[config.mk]
export PLATFORM = sky130hd
export DESIGN_NAME = softmax_row_normalizer_unit
export DESIGN_NICKNAME = d
export VERILOG_FILES = /design/src/sv/smx_pkg.sv /design/src/sv/softmax_row_normalizer_unit.sv /design/src/sv/smx_front.sv /design/src/sv/smx_div.sv /design/src/sv/smx_exp.sv /design/src/sv/smx_back.sv
export SDC_FILE = /design/constraint.sdc
export NUM_CORES = 2
export LEC_CHECK = 0
export BUFFER_PORTS_ARGS = -buffer_cell sky130_fd_sc_hd__buf_4
export CORE_MARGIN = 2
export CORE_UTILIZATION = 45
export CTS_CLUSTER_DIAMETER = 100
export CTS_CLUSTER_SIZE = 8
export DETAILED_ROUTE_END_ITERATION = 8
export GPL_ROUTABILITY_DRIVEN = 1
export HOLD_SLACK_MARGIN = 0.03
export PLACE_DENSITY = 0.61
export SKIP_LAST_GASP = 1
export SYNTH_ARGS = -nofsm -noshare
export SYNTH_HDL_FRONTEND = slang
export SYNTH_HIERARCHICAL = 1
export SYNTH_SLANG_ARGS = --single-unit
[constraint.sdc]
create_clock -name aclk -period 20.4 [get_ports aclk]
set_input_delay 0 -clock aclk [delete_from_list [all_inputs] [get_ports aclk]]
set_output_delay 0 -clock aclk [all_outputs]
set_load 0.02 [all_outputs]
[src/sv/smx_pkg.sv]
// Shared types, constants and the exponential factor table for the softmax row normalizer.
`default_nettype none
package smx_pkg;
    localparam int MaxClasses = 64;
    localparam int IdxW = $clog2(MaxClasses);
    localparam int CntW = $clog2(MaxClasses + 1);

    // One closed row handed from the front part to the back part.
    typedef struct packed {
        logic [15:0]     row_max;
        logic [CntW-1:0] count;
        logic            overflow;
    } row_desc_t;

    // Factor exp(-2^b/1024) in Q2.30, built by repeated squaring at elaboration.
    function automatic logic [31:0] exp_coef(input logic [3:0] b);
        logic [63:0] c;
        c = 64'd1073741824 - 64'd1048576 + 64'd512;
        for (int k = 0; k < 16; k++) begin
            if (k < int'(b)) begin
                c = (c * c + 64'd536870912) >> 30;
            end
        end
        return c[31:0];
    endfunction

    // Constant table of the sixteen factors, one per bit of the exponent gap.
    localparam logic [31:0] ExpCoef [16] = '{
        exp_coef(4'd0),  exp_coef(4'd1),  exp_coef(4'd2),  exp_coef(4'd3),
        exp_coef(4'd4),  exp_coef(4'd5),  exp_coef(4'd6),  exp_coef(4'd7),
        exp_coef(4'd8),  exp_coef(4'd9),  exp_coef(4'd10), exp_coef(4'd11),
        exp_coef(4'd12), exp_coef(4'd13), exp_coef(4'd14), exp_coef(4'd15)
    };
endpackage
`default_nettype wire

[src/sv/softmax_row_normalizer_unit.sv]
// Top level: max-subtracted softmax over rows of up to 64 logits.
// Loading accepts one logit per cycle while s_ready is high; a row then goes through
// the exponent pass (16-step multiply unit) and the normalizing pass (bit-serial
// divider), and the output waits for as long as the receiver holds off.
// The front part accepts the next row only after the last beat of the queued row is taken.
// Synchronous active-low reset clears the row state, queue and sequencer; stores need no clearing.
`default_nettype none
module softmax_row_normalizer_unit
    import smx_pkg::*;
(
    input  wire logic        aclk,
    input  wire logic        aresetn,
    input  wire logic [15:0] s_logit_value,
    input  wire logic        s_row_end,
    input  wire logic        s_valid,
    output logic             s_ready,
    output logic [15:0]      m_probability,
    output logic             m_final_in_row,
    output logic             m_row_overflow,
    output logic             m_valid,
    input  wire logic        m_ready
);
    logic [IdxW-1:0] rd_addr;
    logic [15:0]     rd_data;
    logic            desc_valid, desc_pop;
    row_desc_t       desc;

    smx_front u_front (.aclk, .aresetn, .s_logit_value, .s_row_end, .s_valid, .s_ready,
                       .rd_addr, .rd_data, .desc_valid, .desc, .desc_pop);
    smx_back u_back (.aclk, .aresetn, .desc_valid, .desc, .desc_pop, .rd_addr, .rd_data,
                     .m_probability, .m_final_in_row, .m_row_overflow, .m_valid, .m_ready);
endmodule
`default_nettype wire

[src/sv/smx_front.sv]
// Front part: stores logits, tracks the row maximum and queues closed rows.
`default_nettype none
module smx_front
    import smx_pkg::*;
(
    input  wire logic            aclk,
    input  wire logic            aresetn,
    input  wire logic [15:0]     s_logit_value,
    input  wire logic            s_row_end,
    input  wire logic            s_valid,
    output logic                 s_ready,
    input  wire logic [IdxW-1:0] rd_addr,
    output logic [15:0]          rd_data,
    output logic                 desc_valid,
    output row_desc_t            desc,
    input  wire logic            desc_pop
);
    logic [15:0]     store_mem [MaxClasses];
    logic [15:0]     max_reg, max_next;
    logic [CntW-1:0] cnt_reg, cnt_next;
    logic            ovf_reg, ovf_next;
    row_desc_t       desc_reg;
    logic [1:0]      qn_reg, qn_next;
    logic            acc, keep;

    // One row lives in the store at a time; accept only while no row is queued.
    assign s_ready = (qn_reg == 2'd0);
    assign acc     = s_valid && s_ready;
    assign keep    = cnt_reg < CntW'(MaxClasses);
    assign desc_valid = (qn_reg != 2'd0);
    assign desc       = desc_reg;

    // Store write and registered read.
    always_ff @(posedge aclk) begin
        if (acc && keep) begin
            store_mem[cnt_reg[IdxW-1:0]] <= s_logit_value;
        end
        rd_data <= store_mem[rd_addr];
    end

    // Running row state and the descriptor queue.
    always_comb begin
        max_next = max_reg;
        cnt_next = cnt_reg;
        ovf_next = ovf_reg;
        qn_next  = qn_reg;
        if (desc_pop) begin
            qn_next = qn_reg - 2'd1;
        end
        if (acc) begin
            if (keep) begin
                if ($signed(s_logit_value) > $signed(max_reg)) begin
                    max_next = s_logit_value;
                end
                cnt_next = cnt_reg + CntW'(1);
            end else begin
                ovf_next = 1'b1;
            end
            if (s_row_end) begin
                qn_next  = qn_next + 2'd1;
                max_next = 16'h8000;
                cnt_next = '0;
                ovf_next = 1'b0;
            end
        end
    end

    always_ff @(posedge aclk) begin
        if (!aresetn) begin
            max_reg <= 16'h8000;
            cnt_reg <= '0;
            ovf_reg <= 1'b0;
            qn_reg  <= 2'd0;
        end else begin
            max_reg <= max_next;
            cnt_reg <= cnt_next;
            ovf_reg <= ovf_next;
            qn_reg  <= qn_next;
        end
    end

    // Capture the descriptor of the row that closes on this beat.
    always_ff @(posedge aclk) begin
        if (acc && s_row_end) begin
            desc_reg.row_max  <= (keep && $signed(s_logit_value) > $signed(max_reg))
                                 ? s_logit_value : max_reg;
            desc_reg.count    <= keep ? cnt_reg + CntW'(1) : cnt_reg;
            desc_reg.overflow <= ovf_reg || !keep;
        end
    end
endmodule
`default_nettype wire

[src/sv/smx_div.sv]
// Restoring divider: 17-bit quotient of (num << 16 + den/2) / den, one bit per cycle.
`default_nettype none
module smx_div
    import smx_pkg::*;
(
    input  wire logic        aclk,
    input  wire logic        aresetn,
    input  wire logic        start,
    input  wire logic [16:0] num,
    input  wire logic [22:0] den,
    output logic             done,
    output logic [15:0]      quot
);
    logic [39:0] dvd_reg;
    logic [23:0] rem_reg;
    logic [16:0] q_reg;
    logic [5:0]  n_reg;
    logic        busy_reg;
    logic [23:0] trial;
    logic [23:0] sh;

    assign sh    = {rem_reg[22:0], dvd_reg[39]};
    assign trial = sh - {1'b0, den};
    assign quot  = (q_reg > 17'd65535) ? 16'hFFFF : q_reg[15:0];

    always_ff @(posedge aclk) begin
        if (!aresetn) begin
            busy_reg <= 1'b0;
            done     <= 1'b0;
        end else begin
            done <= 1'b0;
            if (start) begin
                busy_reg <= 1'b1;
                n_reg    <= 6'd40;
                rem_reg  <= '0;
                dvd_reg  <= {7'd0, num, 16'd0} + {18'd0, den[22:1]};
                q_reg    <= '0;
            end else if (busy_reg) begin
                dvd_reg <= {dvd_reg[38:0], 1'b0};
                if (!trial[23]) begin
                    rem_reg <= trial;
                    q_reg   <= {q_reg[15:0], 1'b1};
                end else begin
                    rem_reg <= sh;
                    q_reg   <= {q_reg[15:0], 1'b0};
                end
                n_reg <= n_reg - 6'd1;
                if (n_reg == 6'd1) begin
                    busy_reg <= 1'b0;
                    done     <= 1'b1;
                end
            end
        end
    end
endmodule
`default_nettype wire

[src/sv/smx_exp.sv]
// Sequential exponential: one Q2.30 factor multiply per cycle over 16 bits of t.
`default_nettype none
module smx_exp
    import smx_pkg::*;
(
    input  wire logic        aclk,
    input  wire logic        aresetn,
    input  wire logic        start,
    input  wire logic [15:0] t,
    output logic             done,
    output logic [16:0]      e
);
    logic [31:0] r_reg;
    logic [15:0] t_reg;
    logic [3:0]  b_reg;
    logic        busy_reg;
    logic [63:0] prod;
    logic [32:0] rr;

    assign prod = 64'(r_reg) * 64'(ExpCoef[b_reg]) + 64'd536870912;
    assign rr   = 33'(r_reg) + 33'd8192;
    assign e    = rr[30:14];

    always_ff @(posedge aclk) begin
        if (!aresetn) begin
            busy_reg <= 1'b0;
            done     <= 1'b0;
        end else begin
            done <= 1'b0;
            if (start) begin
                busy_reg <= 1'b1;
                r_reg    <= 32'd1073741824;
                t_reg    <= t;
                b_reg    <= 4'd0;
            end else if (busy_reg) begin
                if (t_reg[b_reg]) begin
                    r_reg <= prod[61:30];
                end
                b_reg <= b_reg + 4'd1;
                if (b_reg == 4'd15) begin
                    busy_reg <= 1'b0;
                    done     <= 1'b1;
                end
            end
        end
    end
endmodule
`default_nettype wire

[src/sv/smx_back.sv]
// Back part: exponent pass with sum, then a normalizing pass that emits results.
`default_nettype none
module smx_back
    import smx_pkg::*;
(
    input  wire logic            aclk,
    input  wire logic            aresetn,
    input  wire logic            desc_valid,
    input  wire row_desc_t       desc,
    output logic                 desc_pop,
    output logic [IdxW-1:0]      rd_addr,
    input  wire logic [15:0]     rd_data,
    output logic [15:0]          m_probability,
    output logic                 m_final_in_row,
    output logic                 m_row_overflow,
    output logic                 m_valid,
    input  wire logic            m_ready
);
    typedef enum logic [6:0] {
        S_IDLE = 7'b0000001, S_RD = 7'b0000010, S_EXP = 7'b0000100,
        S_EWT = 7'b0001000, S_DIV = 7'b0010000, S_DWT = 7'b0100000,
        S_OUT = 7'b1000000
    } state_t;

    state_t          st_reg;
    logic [16:0]     ev_mem [MaxClasses];
    logic [CntW-1:0] j_reg;
    logic [22:0]     sum_reg;
    logic            ex_start, ex_done, dv_start, dv_done;
    logic [16:0]     ex_e, ev_rd;
    logic [15:0]     dv_q;
    logic [16:0]     tdiff;

    assign rd_addr = j_reg[IdxW-1:0];
    assign tdiff   = {desc.row_max[15], desc.row_max} - {rd_data[15], rd_data};
    assign ex_start = (st_reg == S_EXP);
    assign dv_start = (st_reg == S_DIV);
    assign desc_pop = (st_reg == S_OUT) && m_valid && m_ready
        && (j_reg + CntW'(1) == desc.count);

    smx_exp u_exp (.aclk, .aresetn, .start(ex_start), .t(tdiff[15:0]),
                   .done(ex_done), .e(ex_e));
    smx_div u_div (.aclk, .aresetn, .start(dv_start), .num(ev_rd), .den(sum_reg),
                   .done(dv_done), .quot(dv_q));

    // Exponent store.
    always_ff @(posedge aclk) begin
        if (ex_done) begin
            ev_mem[j_reg[IdxW-1:0]] <= ex_e;
        end
        ev_rd <= ev_mem[j_reg[IdxW-1:0]];
    end

    // Row sequencer.
    always_ff @(posedge aclk) begin
        if (!aresetn) begin
            st_reg  <= S_IDLE;
            m_valid <= 1'b0;
            j_reg   <= '0;
        end else begin
            unique case (st_reg)
                S_IDLE: begin
                    j_reg   <= '0;
                    sum_reg <= '0;
                    if (desc_valid) begin
                        st_reg <= S_RD;
                    end
                end
                S_RD:  st_reg <= S_EXP;
                S_EXP: st_reg <= S_EWT;
                S_EWT: begin
                    if (ex_done) begin
                        sum_reg <= sum_reg + 23'(ex_e);
                        if (j_reg + CntW'(1) == desc.count) begin
                            j_reg  <= '0;
                            st_reg <= S_DWT;
                        end else begin
                            j_reg  <= j_reg + CntW'(1);
                            st_reg <= S_RD;
                        end
                    end
                end
                S_DWT: st_reg <= S_DIV;
                S_DIV: st_reg <= S_OUT;
                S_OUT: begin
                    if (!m_valid && dv_done) begin
                        m_valid        <= 1'b1;
                        m_probability  <= dv_q;
                        m_final_in_row <= (j_reg + CntW'(1) == desc.count);
                        m_row_overflow <= desc.overflow;
                    end else if (m_valid && m_ready) begin
                        m_valid <= 1'b0;
                        if (j_reg + CntW'(1) == desc.count) begin
                            st_reg <= S_IDLE;
                        end else begin
                            j_reg  <= j_reg + CntW'(1);
                            st_reg <= S_DWT;
                        end
                    end
                end
                default: st_reg <= S_IDLE;
            endcase
        end
    end
endmodule
`default_nettype wire
==> Word level (Yosys, flattened, before mapping) <==
Memory sizes are Yosys's and may differ from the RTL's. A register that Yosys moved wholly into a read port is not among the register bits.
Index checks and enable logic that the tools add are counted.
{ "word_totals": {"register_bits": 248, "latch_bits": 0, "ramBits": 2112, "mem_bits_ro": 512, "in_bits": 21, "output_inout_bits": 20, "elab_cells": 155, "memories": 3} }
{ "op_classes": {"n_addsub": 12, "n_mul": 1, "div_mod_pow": 0, "order_cmp": 5, "eq_ne": 16, "n_shift": 0, "mux": 54, "bitwise_logic": 4, "reduce_logical": 35} }
{ "memory_table": {"columns": ["memory", "words", "width", "rd", "rd_clocked_by_memory_dff", "write_ports", "line", "text"], "rows": [
  ["u_back.ev_mem", 64, 17, 1, 1, 1, "smx_back.sv:26", "logic [16:0] ev_mem [MaxClasses];"],
  ["u_front.store_mem", 64, 16, 1, 1, 1, "smx_front.sv:18", "logic [15:0] store_mem [MaxClasses];"],
  ["(no name shown)", 16, 32, 1, 0, 0, "smx_exp.sv:20", "assign prod = 64'(r_reg) * 64'(ExpCoef[b_reg]) + 64'd536870912;"]
]} }
{ "op_table": {"columns": ["cell", "count"], "rows": [
  ["32-bit 2-to-1 mux", 4],
  ["40-bit 2-to-1 mux", 2],
  ["7-bit 2-to-1 mux", 11],
  ["23-bit 2-to-1 mux", 3],
  ["16-bit 2-to-1 mux", 4],
  ["62-bit by 30-bit adder with 62-bit output (second input constant)", 1],
  ["32-bit by 32-bit multiplier with 62-bit output", 1],
  ["7-bit one-hot mux with 7 select lines", 1],
  ["23-bit one-hot mux with 2 select lines", 1],
  ["33-bit by 22-bit adder with 34-bit output", 1],
  ["31-bit by 14-bit adder with 31-bit output (second input constant)", 1],
  ["24-bit by 23-bit subtractor with 24-bit output", 1],
  ["23-bit by 17-bit adder with 23-bit output", 1],
  ["7-bit one-hot mux with 3 select lines", 1],
  ["1-bit 2-to-1 mux", 18],
  ["6-bit 2-to-1 mux", 3],
  ["17-bit by 16-bit > comparator with 1-bit output (second input constant)", 1],
  ["17-bit 2-to-1 mux", 1],
  ["16-bit > comparator", 1],
  ["2-bit nonzero test", 8],
  ["16-bit subtractor", 1],
  ["7-bit by 1-bit adder with 7-bit output (second input constant)", 2],
  ["2-bit != test (second input constant)", 6],
  ["3-bit AND reduction", 4],
  ["other kinds (31)", 49]
]} }

==> Logic depth before layout (Yosys ltp) <==
{ "logic_depth": {"depth_word": 8, "ltp_mapped": 36, "depth_no_buf": 32} }

==> By module <==
The synthesis kept the hierarchy.
{ "by_module_without_submodules": {"columns": ["module", "n_inst", "cells_each", "area_each_um2", "seq_area_each_um2"], "rows": [
  ["smx_back", 1, 2736, 46330.7, 34543.1],
  ["smx_front", 1, 1884, 42179.2, 32311.0],
  ["smx_exp", 1, 3853, 34818.4, 1601.5],
  ["smx_div", 1, 536, 5562.8, 2622.5]
]} }

==> Worst setup path after synthesis <==
OpenSTA, ideal clock, no wires.
{ "synth_timing": {"path_kind": "reg-to-reg", "from": "register u_back.u_exp.b_reg[2]", "to": "register u_back.u_exp.r_reg[27], data pin", "setup_time_ns": 0.260, "arrival_ns": 8.464, "t_required_ns": 20.140, "path_slack_ns": 11.676, "stages_incl_launch_ff": 32, "n_path_buf": 7, "period_less_slack_ns": 8.724, "cell_sequence": "edfxtp_1 > buf_6 > inv_1 > buf_1 > clkbuf_1 > buf_1 > ha_1 > nand2b_1 > clkbuf_1 > clkbuf_1 > nand2_1 > nor2_1 > fa_1 > inv_1 > fa_1 > inv_1 > fa_1 > fa_1 > fa_1 > fa_1 > fa_1 > fa_1 > ha_1 > clkbuf_1 > nand3_1 > nor4_1 > o311ai_0 > nor2b_1 > o21bai_1 > o21ai_1 > o21ai_0 > mux2_2"} }
{ "synth_between": {"elab_chain_cells": 8} }
{ "synth_rtl": {"columns": ["element", "line", "text"], "rows": [
  ["start: declaration", "smx_exp.sv:15", "logic [3:0] b_reg;"],
  ["start signal: assignment", "smx_exp.sv:39", "b_reg <= b_reg + 4'd1;"],
  ["4-bit NOT with 5-bit output (not written as such)", "smx_exp.sv:20", null],
  ["memory read 16 x 32 bit", null, null],
  ["32-bit 2-to-1 mux (not written as such) (2 in series)", "smx_exp.sv:20", null],
  ["32-bit by 32-bit multiplier with 62-bit output", "smx_exp.sv:20", null],
  ["62-bit by 30-bit adder with 62-bit output", "smx_exp.sv:20", null],
  ["32-bit 2-to-1 mux", "smx_exp.sv:36", "if (t_reg[b_reg]) begin"],
  ["32-bit 2-to-1 mux", "smx_exp.sv:35", "end else if (busy_reg) begin"],
  ["end signal: assignment", "smx_exp.sv:37", "r_reg <= prod[61:30];"],
  ["end: declaration", "smx_exp.sv:13", "logic [31:0] r_reg;"]
]} }
Every way passes these cells. The select of a mux whose other input is x is not followed.
A chain may end at the register's enable or synchronous reset.

==> Worst setup path after layout <==
{ "layout_timing": {"from": "register u_back.u_exp.b_reg[0]", "to": "register u_back.u_exp.r_reg[31], data pin"} }
Same word-level chain as after synthesis.

==> out/metrics.csv <==
metric;value;unit
initial antenna violation count;14;
First-pass DRT Iterations;6;
CP most frequent cell;fa_1;
Area after DPL;0.134;mm²
grt total ovfl;0;
EDFF count, synth;2315;
leakage power;0.0520;µW
CP peak stage delay;0.92;ns
clk_skew;0.0608;ns
Setup Buffers After CTS;0;
critical path's top delay family;adder cells;
total CTS buffers;338;
syn nets;10300;
commonest non-fill, non-tap cell in the layout;edfxtp_1;
RSZ-0062 raised after global routing;false;
CTS max path bufs;4;
worst-path fanout max;32;
DR vias/cell;5.92;
launch point of the worst path;u_back/u_exp/b_reg[0];
cell area after synthesis;0.129;mm²
GRT Total Usage;24.5;%
Buffers on Ports;40;
Place WS;10.29;ns
number of flip-flops in the largest register;1088;
Peak VDD IR;0.000143;V
placed insts;12600;
Async S/R FF share, synth;0;%
Rel. slew slack;12.5;%
HPWL after detailed placement;228000;µm
io pins;41;
Crit Path Class;reg2reg;
Final Max Slew Viols;0;
HP Class;in2reg;
CTS root buffer;clkbuf_16;
setup_tns;0;ns
DRC viols;0;
clock period minus worst slack;10.17;ns
num rows;196;
clk sinks;2393;
critical path data required time;21.01;ns
share of layout cells above drive strength 1;14.5;%
CTS tree;done;
R2R setup slack;10.23;ns
Hold Slack;0.0872;ns
FF-to-FF Start;u_back/u_exp/b_reg[0];
Post-CTS Hold Fix Bufs;24;
CP arrival;10.78;ns
clk_lat worst skew;0.90;ns
CP max-delay cell;o21ba_2;
htree depth;5;
Starting Density;45.2;%
fin crit share;49.8;%
Detail Route Antenna Nets;0;
CP startpoint kind;flip-flop;
gpl congestion;0.933;
Worst-path clk slew;0.05;ns
endpoints failing setup;0;
synthesized instance count;9009;
most frequent cells in the layout;edfxtp_1, inv_1, fa_1;
CP Capture Type;flip-flop;
Power Dens Cells;95.2;mW/mm²
# resized after CTS;0;
Non-Filler Instances;13000;
die height;539;µm
synthesized flop and latch total;2393;
Slew @ Worst Pin;1.31;ns
Syn Area/Cell;14.3;µm²
highest attainable clock frequency;98.3;MHz
final worst setup slack;10.23;ns
DR vias;77200;
sequential area share after synthesis;55.1;%
Netlist cell types;101;
status;completed;
first-pass GRT wire length;531000;µm
Ys Warns;6;
design area;0.144;mm²
fillcell total;23700;
Synth Flop Type;edfxtp_1;
DRT iter0 DRCs;7918;
die width;539;µm
core area;0.285;mm²
Die ar.;0.291;mm²
drt wl/cell;27.4;µm
Final Hold Vio Count;0;
CP Buf/Inv Count;5;
hold path startpoint;s_logit_value[11];
Max Cap Viol;0;
Nets;10400;
pin count of the biggest net entering global routing;112;
P&R area growth vs syn;11.4;%
drt total wl;358000;µm
vias in the first global route;80000;
cell families after synthesis:
logic type | count (synthesis) | share of synthesized area (%)
AO/OA/AOI/OAI | 1109 | 5.85
XOR/XNOR | 124 | 0.843
adder cells (fa/ha/maj) | 1233 | 16.9
buffers and inverters | 1523 | 4.84
flip-flops | 2393 | 55.1
multiplexers | 632 | 8.73
AND/OR/NAND/NOR | 1995 | 7.71
worst paths after layout:
check,endpoint,cells past startpoint
min reg2reg,u_back/u_exp/done,2
max reg2reg,u_back/u_exp/r_reg[31],27
min,u_front/store_mem[53][11],2
max,u_back/u_exp/r_reg[31],27
routing by layer:
metal	global-route usage (%)	part of all wire, %	vias to the layer above
li1	-	-	32600
met1	33.5	41	40500
met2	39.4	47	3381
met3	4.51	8.4	710
met4	8.84	3.8	8
met5	0	0.018	-
synth_stat cells, drive strengths merged (92+ instances only):
master | instances | share of area [%]
mux2i | 137 | 1.1
clkbuf | 329 | 0.96
inv | 1007 | 2.9
edfxtp | 2315 | 54
mux2 | 113 | 0.99
o21ai | 199 | 0.78
ha | 390 | 3.8
fa | 842 | 13
nor2b | 96 | 0.47
a21oi | 254 | 1.0
buf | 186 | 0.94
and2 | 496 | 2.4
a221oi | 134 | 0.95
mux4 | 382 | 6.7
nor2 | 402 | 1.2
a22oi | 125 | 0.73
nand3 | 92 | 0.36
nand2 | 622 | 1.8
report_power, final:
group	internal [µW]	switching (µW)
combinational	1220	1940
sequential	5480	21.7
clock	3030	1970
total	9730	3930
worst reg2reg max path: cells and delay by family, from the launching register on:
kind	cells	cell delay [ns]
flops	1	0.91
mux	1	0.36
buf+inv	5	0.55
fa+ha+maj	10	4.81
simple gates	6	1.30
compound gates	5	2.00
metrics by stage:
| step | util (%) | total power (µW) |
|---|---|---|
| floorplan | - | 7840 |
| global placement | 47.1 | 8680 |
| detailed placement | 47.1 | 8690 |
| CTS | 50.4 | 13700 |
| global route | 50.4 | 14300 |
| finish | 50.4 | 13700 |
layout make-up:
type	count	area (µm²)	area share, %
flip-flops and latches	2393	71100	49.5
multi-input cells	5093	52100	36.3
clock buffers	418	8890	6.19
well taps	3762	4710	3.28
inverters	1008	3790	2.64
repair buffers	338	2670	1.86
clock inverters	19	290	0.202
diodes	11	27.5	0.0192
(Power assumes the default switching activity.)
